==> src/design/convex_hull_vertex_count_core_assert.svh <==
// Assertion macros shared by the convex hull core.
`ifndef CONVEX_HULL_VERTEX_COUNT_CORE_ASSERT_SVH
`define CONVEX_HULL_VERTEX_COUNT_CORE_ASSERT_SVH

// The consequent must hold in the same cycle as the antecedent.
`define CVX_ASSERT_SAME(lbl, ante, cons, msg) \
  lbl: assert property (@(posedge clk_i) disable iff (!rst_ni) (ante) |-> (cons)) \
    else $error(msg);

// The consequent must hold in the cycle after the antecedent.
`define CVX_ASSERT_NEXT(lbl, ante, cons, msg) \
  lbl: assert property (@(posedge clk_i) disable iff (!rst_ni) (ante) |=> (cons)) \
    else $error(msg);

`endif

==> src/design/cvxhull_pkg.sv <==
// Package with shared constants and types of the convex hull core.
package cvxhull_pkg;

  localparam int MaxPointsDef = 4096;
  localparam int CoordBitsDef = 16;

  // Outcome of comparing the two registered products.
  typedef struct packed {
    logic gt;
    logic lt;
  } cmp_t;

endpackage

==> src/design/cvxhull_xmul.sv <==
// Shared product-pair unit: registers a*b and c*d, then compares them.
module cvxhull_xmul #(
  parameter int OP_W = 17
) (
  input  logic                   clk_i,
  input  logic                   load_i,
  input  logic signed [OP_W-1:0] a_i,
  input  logic signed [OP_W-1:0] b_i,
  input  logic signed [OP_W-1:0] c_i,
  input  logic signed [OP_W-1:0] d_i,
  output cvxhull_pkg::cmp_t      cmp_o
);

  logic signed [2*OP_W-1:0] p1_q, p2_q;

  always_ff @(posedge clk_i) begin
    if (load_i) begin
      p1_q <= a_i * b_i;
      p2_q <= c_i * d_i;
    end
  end

  assign cmp_o.gt = (p1_q > p2_q);
  assign cmp_o.lt = (p1_q < p2_q);

endmodule

==> config.mk <==
export PLATFORM = sky130hd
export DESIGN_NAME = cvxhull_xmul
export DESIGN_NICKNAME = d
export VERILOG_FILES = /design/src/design/convex_hull_vertex_count_core_assert.svh /design/src/design/cvxhull_pkg.sv /design/src/design/cvxhull_xmul.sv
export SDC_FILE = /design/constraint.sdc
export NUM_CORES = 2
export LEC_CHECK = 0
export BUFFER_PORTS_ARGS = -buffer_cell sky130_fd_sc_hd__buf_4
export CORE_ASPECT_RATIO = 1.2
export CORE_UTILIZATION = 40
export CTS_CLUSTER_DIAMETER = 80
export DETAILED_ROUTE_END_ITERATION = 16
export SYNTH_ARGS = -nofsm -noshare
export SYNTH_HDL_FRONTEND = slang
export SYNTH_SLANG_ARGS = --single-unit
==> constraint.sdc <==
create_clock -name clk_i -period 6.75 [get_ports clk_i]
set_input_delay 0.3375 -clock clk_i [delete_from_list [all_inputs] [get_ports clk_i]]
set_output_delay 0.3375 -clock clk_i [all_outputs]
set_load 0.02 [all_outputs]
==> impl_results.md <==
- Rows: 98
- Iter 0 DRT Violations: 761
- Share of cells above drive strength 1: 0.0387
- Hold_buf cts: 0
- Period utilization: 0.905
- Sink Count: 68
- GRT Max-Usage Layer: met2
- Status: finished, final reports clean
- CTS Buffer Depth: 2
- I/O pin cnt: 72
- Synthesized area: 24500 sq um
- GP Congestion: 0.878
- I/O Buffers: 71
- WP data arrival: 6.19 ns
- Average cell area after synthesis: 9.63 sq um
- Core Region: 60100 sq um
- Synthesized netlist cell count: 2541
- Post-synth cell types: 53
- Critical path's largest stage delay: 0.92 ns
- Hold Startpoint: c_i[0]
- RSZ-0062 raised after global routing: no
- Via density: 4.94
- Gr ovfl total: 0
- Critical path origin: b_i[2]
- CP cell instances: buf_4 -> nand2_1 -> inv_1 -> fa_1 -> fa_1 -> fa_1 -> fa_1 -> fa_1 -> inv_1 -> fa_1 -> inv_1 -> ha_1 -> inv_1 -> nor2_1 -> nand2_1 -> a211oi_1 -> o2111ai_1 -> a31oi_1 -> a21o_1 -> a21oi_1 -> xnor2_1
- Die Y-Extent: 273 um
- Ranking of synthesized cells by area: fa_1 48%, ha_1 10%, inv_1 10%
- Filler instances: 5842
- FF+latch count, synth: 68
- GR Util met2: 0.363
- Clk slew on worst S/H paths: 0.05 ns
- Initial Util: 0.407
- Slowest library cell on the worst path: fa_1
- Post-Synthesis Net Count: 3407
- Residual DRC: 0
- Top cell type's share of synthesized area: 0.484
- Nets@finish: 3421
- Slew margin rel.: 0.425
- Vias in the first global route: 18800
- Final ANT Viol Nets: 0
- First-pass GRT wire length: 96100 um
- Routed vias: 16600
- Slew Viols, Final: 0
- CTS tree: built
- Drt first pass iters: 5
- WL/cell: 16.6 um
- Crit. End Element: flop
- CTS root buf: clkbuf_16
- Gr usage total: 0.192
- Layout area overhead: 6.67%
- Total negative slack: 0 ns
- Pre-CTS setup slack: 0.293 ns
- HPWL after DPL: 47200 um
- Die area: 62200 sq um
- CP Max Fanout: 17
- Area leader, netlist: fa_1
- Num CTS Buffers: 9
- Worst-Margin Slew: 0.862 ns
- Pin count of the biggest net entering global routing: 69
- Post-CTS sizing: 0
- Setup slack after layout: 0.643 ns
- H-tree depth: 3
- Top_reg_cell synth: edfxtp_1
- Endpoints failing setup: 0
- # diodes: 0
- Sequential area share after synthesis: 0.0834
- Top cells by count, synth: 660 x inv_1, 592 x fa_1, 289 x nand2_1
- Met3 GRT Util: 0.0131
- FFs w/ async S/R, synth: 0
- Endpoints failing hold: 0
- Worst setup SP type: input port
- Setup bufs post-CTS: 0
- Worst Hold Class: input port to flop
- Post-synth EDFFs: 68
- CP most frequent cell: fa_1
- Tmin final: 6.11 ns
- Initial antenna violation count: 0
- DIE WIDTH: 228 um
- M1 GR Usage: 0.236
- Crit path kind: input port to flop
- YS warnings: 0
- Most common cell in the netlist: inv_1
- Critical path required time: 6.83 ns
- Max-Cap Viols: 0
- FMAX: 0.164 GHz
- Final WL: 55700 um
-- registers in the layout, indices dropped and copies added (netlist names) --
name  count
p2_q     34
p1_q     34
-- area by class of cell --
type	instances	area, sq um	share of cell area
Clock buffer	10	229	0.00877
Clock inverter	5	101	0.00388
Inverter	660	2480	0.0949
Multi-Input combinational cell	1739	19700	0.754
Sequential cell	68	2040	0.0782
Tap cell	800	1000	0.0383
Timing Repair Buffer	77	578	0.0221
-- worst paths after layout --
path                              to  slack, ns  cells past startpoint
setup / recovery  p1_q[33]$_DFFE_PP_       0.64                     21
hold / removal     p2_q[0]$_DFFE_PP_       0.46                      2
-- placed cells by master, fill, tap and decap left out, types with 5 or more instances in the layout --
cell type,synthesis,final
a21o_1,39,39
nand4_1,10,10
xor2_1,15,15
a31oi_1,5,5
clkbuf_16,0,9
nor2b_1,7,7
buf_4,0,77
ha_1,204,204
nand2b_1,12,12
inv_1,660,660
fa_1,592,592
a21oi_1,55,55
nor3_1,6,6
a211oi_1,7,7
o21bai_1,11,11
xnor2_1,56,56
o21ai_0,24,24
nand2_1,289,289
nor2_1,64,64
edfxtp_1,68,68
and2_1,282,282
o21a_1,10,10
-- critical path: cells and delay by family --
family,cells,cell delay [ns]
adders and majority gates,7,3.89
AOI/OAI and AO/OA,5,1.02
buffers and inverters,5,0.46
and+or+nand+nor,3,0.35
xor gates and xnor gates,1,0.12
-- kinds of logic (layout without fill, tap and decap cells) --
group / count (synthesis) / count (layout) / synth area share
AO/OA/AOI/OAI: 185 / 185 / 0.0507
XOR/XNOR: 71 / 71 / 0.0254
adder cells (fa/ha/maj): 796 / 796 / 0.588
buffers and inverters: 734 / 752 / 0.113
flip-flops: 68 / 68 / 0.0834
multiplexers: 1 / 1 / 0.000409
AND/OR/NAND/NOR: 686 / 686 / 0.139
-- metrics by stage --
step	cell area [sq um]	std cells	util	hold WS [ns]
2_1_floorplan	24500	2541	-	0.450
3_3_place_gp	25800	3344	0.429	0.796
3_5_place_dp	25800	3344	0.429	0.798
4_1_cts	26100	3359	0.435	0.448
5_1_grt	26100	3359	0.435	0.482
6_report	26100	3359	0.435	0.464
-- metal layers --
layer	routed length, um	part of all wire
met3	1590	0.029
met2	30400	0.55
met5	0	0
met1	22500	0.40
met4	1150	0.021
Power is not shown: default switching activity piles up to over one toggle a cycle in this logic, so the estimate is an artifact.
